$ cat src/ois_pkg.sv
`timescale 1ns / 1ps
`default_nettype none

package ois_pkg;

    // Item field widths
    localparam int OP_W     = 2;
    localparam int VALUE_W  = 32;
    localparam int STATUS_W = 2;
    localparam int COUNT_W  = 5;

    localparam int DEFAULT_CAPACITY = 16;

    // Opcodes
    localparam logic [OP_W-1:0] OP_FIND   = 2'd0;
    localparam logic [OP_W-1:0] OP_INSERT = 2'd1;
    localparam logic [OP_W-1:0] OP_REMOVE = 2'd2;
    localparam logic [OP_W-1:0] OP_CLEAR  = 2'd3;

    // Result status codes
    localparam logic [STATUS_W-1:0] ST_DONE    = 2'd0;
    localparam logic [STATUS_W-1:0] ST_PRESENT = 2'd1;
    localparam logic [STATUS_W-1:0] ST_ABSENT  = 2'd2;
    localparam logic [STATUS_W-1:0] ST_FULL    = 2'd3;

endpackage

`default_nettype wire

$ cat src/ordered_int_set_table.sv
`timescale 1ns / 1ps
`default_nettype none

// Channel   Handshake                  Payload
// input     i_in_valid / o_in_ready    i_opcode, i_value
// output    o_out_valid / i_out_ready  o_status, o_found, o_count
//
// One item at a time. Find/insert/remove scan the stored entries through the
// single memory read port, one entry per cycle. Remove then compacts, one
// entry moved per cycle. Every item also passes through accept and result
// steps; clear has no scan. Reset clears the state, the count and the
// valid flags; entries are never read before being written. A stalled output
// holds one finished result while the next item is accepted; the next result
// waits until that slot frees.
module ordered_int_set_table #(
    parameter int CAPACITY = ois_pkg::DEFAULT_CAPACITY
) (
    input  wire logic                          i_clk,
    input  wire logic                          i_rst_n,
    // input channel
    input  wire logic                          i_in_valid,
    output logic                               o_in_ready,
    input  wire logic [ois_pkg::OP_W-1:0]      i_opcode,
    input  wire logic signed [ois_pkg::VALUE_W-1:0] i_value,
    // output channel
    output logic                               o_out_valid,
    input  wire logic                          i_out_ready,
    output logic [ois_pkg::STATUS_W-1:0]       o_status,
    output logic                               o_found,
    output logic [ois_pkg::COUNT_W-1:0]        o_count
);

    localparam int AW = (CAPACITY > 1) ? $clog2(CAPACITY) : 1;
    localparam int CW = $clog2(CAPACITY + 1);

    // Sequencer states
    localparam logic [1:0] S_IDLE  = 2'd0;
    localparam logic [1:0] S_SCAN  = 2'd1;
    localparam logic [1:0] S_SHIFT = 2'd2;
    localparam logic [1:0] S_DONE  = 2'd3;

    logic [1:0]                      r_state, n_state;
    logic [CW-1:0]                   r_count, n_count;
    logic [CW-1:0]                   r_rd_idx, n_rd_idx;   // next address to read
    logic [AW-1:0]                   r_cmp_idx, n_cmp_idx; // address of data on read port
    logic                            r_cmp_vld, n_cmp_vld;
    logic [ois_pkg::OP_W-1:0]        r_op, n_op;
    logic [ois_pkg::VALUE_W-1:0]     r_value, n_value;
    logic [ois_pkg::STATUS_W-1:0]    r_status, n_status;
    logic                            r_found, n_found;

    // Output slot
    logic                            r_out_valid, n_out_valid;
    logic [ois_pkg::STATUS_W-1:0]    r_out_status, n_out_status;
    logic                            r_out_found, n_out_found;
    logic [ois_pkg::COUNT_W-1:0]     r_out_count, n_out_count;

    // Memory port
    logic                            mem_wr_en;
    logic [AW-1:0]                   mem_wr_addr;
    logic [ois_pkg::VALUE_W-1:0]     mem_wr_data;
    logic                            mem_rd_en;
    logic [AW-1:0]                   mem_rd_addr;
    logic [ois_pkg::VALUE_W-1:0]     mem_rd_data;

    logic hit;
    logic more;
    logic out_free;

    ois_mem #(
        .DEPTH (CAPACITY),
        .WIDTH (ois_pkg::VALUE_W)
    ) u_mem (
        .i_clk     (i_clk),
        .i_wr_en   (mem_wr_en),
        .i_wr_addr (mem_wr_addr),
        .i_wr_data (mem_wr_data),
        .i_rd_en   (mem_rd_en),
        .i_rd_addr (mem_rd_addr),
        .o_rd_data (mem_rd_data)
    );

    assign o_in_ready  = (r_state == S_IDLE);
    assign o_out_valid = r_out_valid;
    assign o_status    = r_out_status;
    assign o_found     = r_out_found;
    assign o_count     = r_out_count;

    assign hit      = r_cmp_vld && (mem_rd_data == r_value);
    assign more     = (r_rd_idx < r_count);
    assign out_free = !r_out_valid || i_out_ready;

    always_comb begin
        n_state      = r_state;
        n_count      = r_count;
        n_rd_idx     = r_rd_idx;
        n_cmp_idx    = r_cmp_idx;
        n_cmp_vld    = 1'b0;
        n_op         = r_op;
        n_value      = r_value;
        n_status     = r_status;
        n_found      = r_found;
        n_out_valid  = r_out_valid;
        n_out_status = r_out_status;
        n_out_found  = r_out_found;
        n_out_count  = r_out_count;
        mem_wr_en    = 1'b0;
        mem_wr_addr  = r_count[AW-1:0];
        mem_wr_data  = r_value;
        mem_rd_en    = 1'b0;
        mem_rd_addr  = r_rd_idx[AW-1:0];

        if (r_out_valid && i_out_ready) begin
            n_out_valid = 1'b0;
        end

        unique case (r_state)
            S_IDLE: begin
                if (i_in_valid) begin
                    n_op     = i_opcode;
                    n_value  = i_value;
                    n_rd_idx = '0;
                    n_status = ois_pkg::ST_DONE;
                    n_found  = 1'b0;
                    if (i_opcode == ois_pkg::OP_CLEAR) begin
                        n_count = '0;
                        n_state = S_DONE;
                    end else begin
                        n_state = S_SCAN;
                    end
                end
            end

            S_SCAN: begin
                if (hit) begin
                    n_found = 1'b1;
                    unique case (r_op)
                        ois_pkg::OP_INSERT: begin
                            n_status = ois_pkg::ST_PRESENT;
                            n_state  = S_DONE;
                        end
                        ois_pkg::OP_REMOVE: begin
                            // compact: move entries pos+1.. down by one
                            n_rd_idx = CW'(r_cmp_idx) + CW'(1);
                            n_state  = S_SHIFT;
                        end
                        default: begin
                            n_status = ois_pkg::ST_DONE;
                            n_state  = S_DONE;
                        end
                    endcase
                end else if (more) begin
                    mem_rd_en = 1'b1;
                    n_cmp_idx = r_rd_idx[AW-1:0];
                    n_cmp_vld = 1'b1;
                    n_rd_idx  = r_rd_idx + CW'(1);
                end else begin
                    // scan exhausted, value absent
                    n_state = S_DONE;
                    if (r_op == ois_pkg::OP_INSERT) begin
                        if (r_count >= CW'(CAPACITY)) begin
                            n_status = ois_pkg::ST_FULL;
                        end else begin
                            mem_wr_en = 1'b1;
                            n_count   = r_count + CW'(1);
                            n_status  = ois_pkg::ST_DONE;
                        end
                    end else begin
                        n_status = ois_pkg::ST_ABSENT;
                    end
                end
            end

            S_SHIFT: begin
                if (r_cmp_vld) begin
                    mem_wr_en   = 1'b1;
                    mem_wr_addr = r_cmp_idx - AW'(1);
                    mem_wr_data = mem_rd_data;
                end
                if (more) begin
                    mem_rd_en = 1'b1;
                    n_cmp_idx = r_rd_idx[AW-1:0];
                    n_cmp_vld = 1'b1;
                    n_rd_idx  = r_rd_idx + CW'(1);
                end else begin
                    n_count  = r_count - CW'(1);
                    n_status = ois_pkg::ST_DONE;
                    n_state  = S_DONE;
                end
            end

            S_DONE: begin
                if (out_free) begin
                    n_out_valid  = 1'b1;
                    n_out_status = r_status;
                    n_out_found  = r_found;
                    n_out_count  = ois_pkg::COUNT_W'(r_count);
                    n_state      = S_IDLE;
                end
            end

            default: n_state = S_IDLE;
        endcase
    end

    always_ff @(posedge i_clk) begin
        if (!i_rst_n) begin
            r_state     <= S_IDLE;
            r_count     <= '0;
            r_cmp_vld   <= 1'b0;
            r_out_valid <= 1'b0;
        end else begin
            r_state     <= n_state;
            r_count     <= n_count;
            r_cmp_vld   <= n_cmp_vld;
            r_out_valid <= n_out_valid;
        end
    end

    always_ff @(posedge i_clk) begin
        r_rd_idx     <= n_rd_idx;
        r_cmp_idx    <= n_cmp_idx;
        r_op         <= n_op;
        r_value      <= n_value;
        r_status     <= n_status;
        r_found      <= n_found;
        r_out_status <= n_out_status;
        r_out_found  <= n_out_found;
        r_out_count  <= n_out_count;
    end

endmodule

`default_nettype wire

$ cat src/ois_mem.sv
`timescale 1ns / 1ps
`default_nettype none

// Simple dual-port entry store: one write, one registered read.
module ois_mem #(
    parameter int DEPTH = ois_pkg::DEFAULT_CAPACITY,
    parameter int WIDTH = ois_pkg::VALUE_W,
    localparam int AW   = (DEPTH > 1) ? $clog2(DEPTH) : 1
) (
    input  wire logic             i_clk,
    input  wire logic             i_wr_en,
    input  wire logic [AW-1:0]    i_wr_addr,
    input  wire logic [WIDTH-1:0] i_wr_data,
    input  wire logic             i_rd_en,
    input  wire logic [AW-1:0]    i_rd_addr,
    output logic      [WIDTH-1:0] o_rd_data
);

    logic [WIDTH-1:0] r_mem [DEPTH];

    always_ff @(posedge i_clk) begin
        if (i_wr_en) begin
            r_mem[i_wr_addr] <= i_wr_data;
        end
    end

    always_ff @(posedge i_clk) begin
        if (i_rd_en) begin
            o_rd_data <= r_mem[i_rd_addr];
        end
    end

endmodule

`default_nettype wire
$ cat config.mk
export PLATFORM = sky130hd
export DESIGN_NAME = ordered_int_set_table
export DESIGN_NICKNAME = d
export VERILOG_FILES = /design/src/ois_pkg.sv /design/src/ordered_int_set_table.sv /design/src/ois_mem.sv
export SDC_FILE = /design/constraint.sdc
export NUM_CORES = 1
export LEC_CHECK = 0
export ABC_AREA = 1
export BUFFER_PORTS_ARGS = -buffer_cell sky130_fd_sc_hd__buf_2
export CORE_ASPECT_RATIO = 0.6
export CORE_MARGIN = 3
export CORE_UTILIZATION = 50
export CTS_CLUSTER_DIAMETER = 200
export DETAILED_ROUTE_END_ITERATION = 12
export PLACE_DENSITY = 0.71
export SYNTH_ARGS = -nofsm -noshare
export SYNTH_HDL_FRONTEND = slang
export SYNTH_SLANG_ARGS = --single-unit
$ cat constraint.sdc
create_clock -name i_clk -period 4.1 [get_ports i_clk]
set_input_delay 1.23 -clock i_clk [delete_from_list [all_inputs] [get_ports i_clk]]
set_output_delay 1.23 -clock i_clk [all_outputs]
set_load 0.03 [all_outputs]
==> impl_metrics.json, run 1 <==
{
  "whs_ns": 0.426,
  "hold_class": "register to register",
  "cap_violations": 0,
  "min_period_over_period_pct": 87.8,
  "instances_no_fill": 2693,
  "maxSlewViolCount": 0,
  "root_buffer": "clkbuf_16",
  "fp.dieH_um": 178,
  "cp.buffers_inverters": 4,
  "synth_async_sr_flop_share_pct": 0,
  "cts_resized": 0,
  "vias": 16378,
  "pin_count": 48,
  "worstSkewPairLatency_ns": 0.60,
  "yosysTopAreaCell": "edfxtp_1",
  "grt_pass1_vias": 15070,
  "worst_pin_slew_ns": 1.38,
  "fin_tns_setup_ns": 0,
  "crit_top_cell": "inv_1",
  "synth_area_leaders": "edfxtp_1 72%, o21ai_0 6.0%, nor2_1 4.9%, nand2_1 3.5%, o221ai_1 3.0%",
  "critical-path-top-delay-family": "simple AND/OR/NAND/NOR gates",
  "worstSetupPathType": "register to register",
  "synth_enable_flop_cells": 598,
  "yosysSeqAreaShare_pct": 73.2,
  "grt_use_total_pct": 25.0,
  "h-tree-depth": 2,
  "grt_start_max_net_pins": 172,
  "start_util_pct": 51.2,
  "post-route-min-period_ns": 3.60,
  "ys_types": 34,
  "antenna_found_initial": 2,
  "syn_to_final_growth_pct": 11.7,
  "rows": 62,
  "arrival_ns": 3.90,
  "final_common_cell": "edfxtp_1",
  "die_w_um": 293,
  "final_layout_size_suffix_gt1_share_pct": 9.74,
  "path_clk_slew_ns": 0.06,
  "dieArea_um2": 52300,
  "final_nets": 2067,
  "cp-end-kind": "register",
  "ctsLongestPathBuffers": 3,
  "synthFlopType": "edfxtp_1",
  "syn_area_um2": 24800,
  "vias_per_cell": 6.08,
  "io_buffers": 47,
  "ir_drop_mv": 0.499,
  "core_um2": 48400,
  "status": "finished, final reports clean",
  "grt_first_pass_wirelength_um": 96600,
  "ys_seq_elements": 607,
  "dp_hpwl_um": 40700,
  "rsz0062_at_grt": "false",
  "cp_slowest_cell": "o21ai_0",
  "hold_viol": 0,
  "finalSetupViolations": 0,
  "gp_congestion": 0.929,
  "placedCellCount": 2599,
  "cts_hold_buffers": 0,
  "mostFrequentLayoutCells": "598 x edfxtp_1, 311 x nor2_1, 289 x o21ai_0",
  "leakagePower_nw": 9.45,
  "postCtsSetupBuffers": 0,
  "antenna_left": 0,
  "crit_path_start_kind": "register",
  "cp_cell_sequence": "inv_1 -> ha_1 -> nand2_2 -> inv_1 -> o21ai_0 -> inv_1 -> nor2_1 -> nand2_1 -> nor2_4 -> buf_12",
  "crit_required_ns": 4.40,
  "diodes": 0,
  "synth_top_area_share_pct": 72.5,
  "synth_fp_nets": 2028,
  "power_density_nw_per_um2": 685,
  "drcViolationCount": 0,
  "tritoncts": "built",
  "maxClockFrequency_ghz": 0.278,
  "wl_um": 66200,
  "cts_inserted_buffers": 53,
  "syn_area_per_cell_um2": 12.5,
  "slew_headroom_pct": 7.45,
  "utilization_pct": 57.2,
  "gr-total-overflow": 0,
  "yosys_warnings": 0,
  "num-fill-cells": 3826,
  "path_max_fanout": 17,
  "finClkSkew_ns": 0.0199,
  "wl_per_cell_um": 24.6,
  "drt-initial-drc-count": 2416,
  "max_stage_delay_ns": 0.66,
  "dr.pass1.iters": 6,
  "syn_inst": 1975,
  "cts_sinks": 607
}
synth_stat cells, drive strengths merged, types with 2 or more instances:
master  number
edfxtp     598
o211ai      41
nor3         2
nand4        8
o221ai      85
inv        112
xnor2       11
ha          14
dfxtp        9
a21oi       17
buf         32
a31oi        2
o22ai       43
nor2       329
nand3       36
xor2         6
nand2      234
o21ai      307
clkbuf      83
sequential cells by signal (all words and copies together) (netlist names), 2 cells and up:
name / cells
o_count: 5
r_state: 2
r_op: 2
u_mem.r_mem: 512
r_rd_idx: 5
r_status: 2
r_cmp_idx: 4
r_value: 32
o_status: 2
r_count: 5
u_mem.o_rd_data: 32
metrics by stage:
step | total power [mW] | setup WS, ns | area (um2)
floorplan | 11.8 | 0.811 | 24800
global placement | 13.9 | 0.605 | 26000
detailed placement | 14.0 | 0.515 | 26000
CTS | 18.8 | 0.486 | 27700
global route | 19.9 | 0.264 | 27700
finish | 19.0 | 0.499 | 27700
kinds of logic (layout without fill, tap and decap cells):
kind of cell | Yosys count | after routing | share of synthesized area, %
xor+xnor | 17 | 17 | 0.601
compound gates | 498 | 498 | 12.0
buf+inv | 228 | 306 | 3.68
flops | 607 | 607 | 73.2
fa+ha+maj | 15 | 15 | 0.788
simple gates | 610 | 610 | 9.67
report_power, final:
group	switching [mW]	total, mW	internal [mW]
clock network	2.19	4.85	2.66
registers	0.253	7.92	7.67
logic	4.62	6.19	1.57
total	7.07	19.0	11.9
worst register-to-register path, delay by kind of cell, from the launching register on:
family / cells / cell delay (ns)
simple gates: 4 / 1.17
buf+inv: 4 / 0.74
compound gates: 1 / 0.66
flops: 1 / 0.40
fa+ha+maj: 1 / 0.34
routing by layer:
metal / GRT usage [%] / part of all wire, % / vias to the layer above
met5: 0 / 0.038 / -
met4: 5.61 / 1.9 / 4
met3: 9.74 / 14 / 97
met2: 34.7 / 42 / 930
met1: 37.3 / 42 / 8073
li1: - / - / 7274
layout make-up:
cell class / instances / area (um2) / area share (%)
clock inverter: 27 / 240 / 0.868
clock buffer: 67 / 1400 / 5.06
inverter: 113 / 430 / 1.56
multi-input combinational: 1140 / 5840 / 21.1
tap: 640 / 801 / 2.89
sequential: 607 / 18100 / 65.5
timing repair buffer: 99 / 826 / 2.98
worst paths after layout:
| check | slack [ns] | cells past startpoint | endpoint | start |
|---|---|---|---|---|
| max reg2reg | 0.50 | 10 | u_mem.r_mem[0][24] | r_state[0] |
| min | 0.43 | 0 | o_status[0] | r_status[0] |
| min reg2reg | 0.43 | 0 | o_status[0] | r_status[0] |
| max | 0.50 | 10 | u_mem.r_mem[0][24] | r_state[0] |
No activity file was read; power rests on OpenSTA's default activity.
==> run 2, diff against run 1 <==
--- a/config.mk
+++ b/config.mk
@@ -6,13 +6,13 @@
 export NUM_CORES = 1
 export LEC_CHECK = 0
 export ABC_AREA = 1
-export BUFFER_PORTS_ARGS = -buffer_cell sky130_fd_sc_hd__buf_2
 export CORE_ASPECT_RATIO = 0.6
 export CORE_MARGIN = 3
 export CORE_UTILIZATION = 50
 export CTS_CLUSTER_DIAMETER = 200
 export DETAILED_ROUTE_END_ITERATION = 12
-export PLACE_DENSITY = 0.71
+export DONT_BUFFER_PORTS = 1
+export PLACE_DENSITY = 0.7
 export SYNTH_ARGS = -nofsm -noshare
 export SYNTH_HDL_FRONTEND = slang
 export SYNTH_SLANG_ARGS = --single-unit
==> impl_metrics.json, run 2 (synthesis gave the netlist of run 1 again) <==
{
  "finalSetupViolations": 0,
  "root_buffer": "clkbuf_16",
  "gr-total-overflow": 0,
  "worst_pin_slew_ns": 1.29,
  "ctsLongestPathBuffers": 3,
  "antenna_left": 0,
  "crit_cells": 10,
  "status": "finished, final reports clean",
  "postCtsSetupBuffers": 0,
  "antenna_found_initial": 6,
  "slew_headroom_pct": 13.7,
  "cap_violations": 0,
  "num-fill-cells": 3852,
  "crit_top_cell": "inv_1",
  "wl_per_cell_um": 24.6,
  "drcViolationCount": 0,
  "fp.dieH_um": 178,
  "hold_class": "register to register",
  "mostFrequentLayoutCells": "598 x edfxtp_1, 311 x nor2_1, 295 x o21ai_0",
  "worstSetupPathType": "register to register",
  "rows": 62,
  "gp_congestion": 0.925,
  "final_common_cell": "edfxtp_1",
  "cts_hold_buffers": 0,
  "h-tree-depth": 2,
  "path_clk_slew_ns": 0.07,
  "vias_per_cell": 6.07,
  "grt_start_max_net_pins": 164,
  "utilization_pct": 57.2,
  "arrival_ns": 3.67,
  "cp.buffers_inverters": 4,
  "grt_first_pass_wirelength_um": 96800,
  "io_buffers": 0,
  "vias": 16168,
  "maxSlewViolCount": 0,
  "maxClockFrequency_ghz": 0.297,
  "max_stage_delay_ns": 0.56,
  "rrSetupSlack_ns": 0.73,
  "power_density_nw_per_um2": 686,
  "dp_hpwl_um": 38000,
  "leakagePower_nw": 9.41,
  "rsz0062_at_grt": "false",
  "dieArea_um2": 52300,
  "critical-path-top-delay-family": "simple AND/OR/NAND/NOR gates",
  "rr_endpoint": "u_mem.r_mem[0][11]",
  "regArea_um2": 18100,
  "cts_sinks": 607,
  "syn_to_final_growth_pct": 11.8,
  "pin_count": 48,
  "r2r_cells": 10,
  "die_w_um": 293,
  "cts_resized": 0,
  "final_layout_size_suffix_gt1_share_pct": 8.86,
  "critPathLaunch": "r_state[0]",
  "crit_required_ns": 4.39,
  "cts_inserted_buffers": 53,
  "grt_use_total_pct": 24.9,
  "finClkSkew_ns": 0.0275,
  "grt_pass1_vias": 15135,
  "tritoncts": "built",
  "ir_drop_mv": 0.584,
  "path_max_fanout": 17,
  "worstSkewPairLatency_ns": 0.60,
  "reg.largest.list": "u_mem.r_mem: 512 flops, r_value: 32 flops, u_mem.o_rd_data: 32 flops",
  "largest_reg_flops": 512,
  "crit_path_start_kind": "register",
  "cp_slowest_cell": "nor2_4",
  "multi_input_area_um2": 5840,
  "rr_startpoint": "r_state[0]",
  "cp_cell_sequence": "inv_1 -> ha_1 -> nand2_2 -> inv_1 -> o21ai_0 -> inv_1 -> nor2_1 -> nand2_1 -> nor2_4 -> buf_12",
  "final_nets": 2033,
  "cp-end-kind": "register",
  "endpoint": "u_mem.r_mem[0][11]",
  "wl_um": 65600,
  "core_um2": 48400,
  "min_period_over_period_pct": 82.2,
  "start_util_pct": 51.2,
  "drt-initial-drc-count": 2345,
  "fin_tns_setup_ns": 0,
  "hold_viol": 0,
  "post-route-min-period_ns": 3.37,
  "top_register": "u_mem.r_mem",
  "dr.pass1.iters": 5
}
## run 2: power breakdown
| group | leakage [nW] | internal, mW | total (mW) | switching (mW) |
|---|---|---|---|---|
| sequential | 5.48 | 7.66 | 7.93 | 0.269 |
| combinational | 3.05 | 1.57 | 5.77 | 4.20 |
| clock | 0.887 | 3.03 | 5.31 | 2.27 |
| total | 9.41 | 12.3 | 19.0 | 6.74 |
## run 2: area by class of cell
class	instances	share of cell area, %
diodes	4	0.0361
clock buffers	57	4.92
clock inverters	38	1.65
inverters	113	1.55
multi-input cells	1140	21.1
flip-flops and latches	607	65.5
well taps	640	2.89
repair buffers	65	2.35
## run 2: how the worst min path moves through the flow
stage	from	slack [ns]	end	cells after the start
floorplan	r_found	0.40	o_found	0
global placement	r_found	0.41	o_found	0
detailed placement	r_status[1]	0.41	o_status[1]	0
CTS	r_status[1]	0.43	o_status[1]	0
global route	r_status[0]	0.44	o_status[0]	0
finish	r_status[1]	0.43	o_status[1]	0
## run 2: per-stage QoR
step / setup slack, ns / hold slack, ns / cells / cell area [um2] / total power [mW]
2_1_floorplan: 0.811 / 0.400 / 1975 / 24800 / 11.8
3_3_place_gp: 0.871 / 0.409 / 2565 / 25900 / 13.6
3_5_place_dp: 0.832 / 0.412 / 2565 / 25900 / 13.7
4_1_cts: 0.805 / 0.427 / 2660 / 27700 / 19.0
5_1_grt: 0.541 / 0.439 / 2664 / 27700 / 19.9
6_report: 0.729 / 0.427 / 2664 / 27700 / 19.0
## run 2: per-layer routing
layer / track usage [%] / vias to the layer above / share of wire (%)
met3: 6.52 / 88 / 12
met2: 35.9 / 928 / 43
met4: 6.42 / 4 / 1.8
li1: - / 7220 / -
met1: 37.8 / 7928 / 43
met5: 0 / - / 0.029
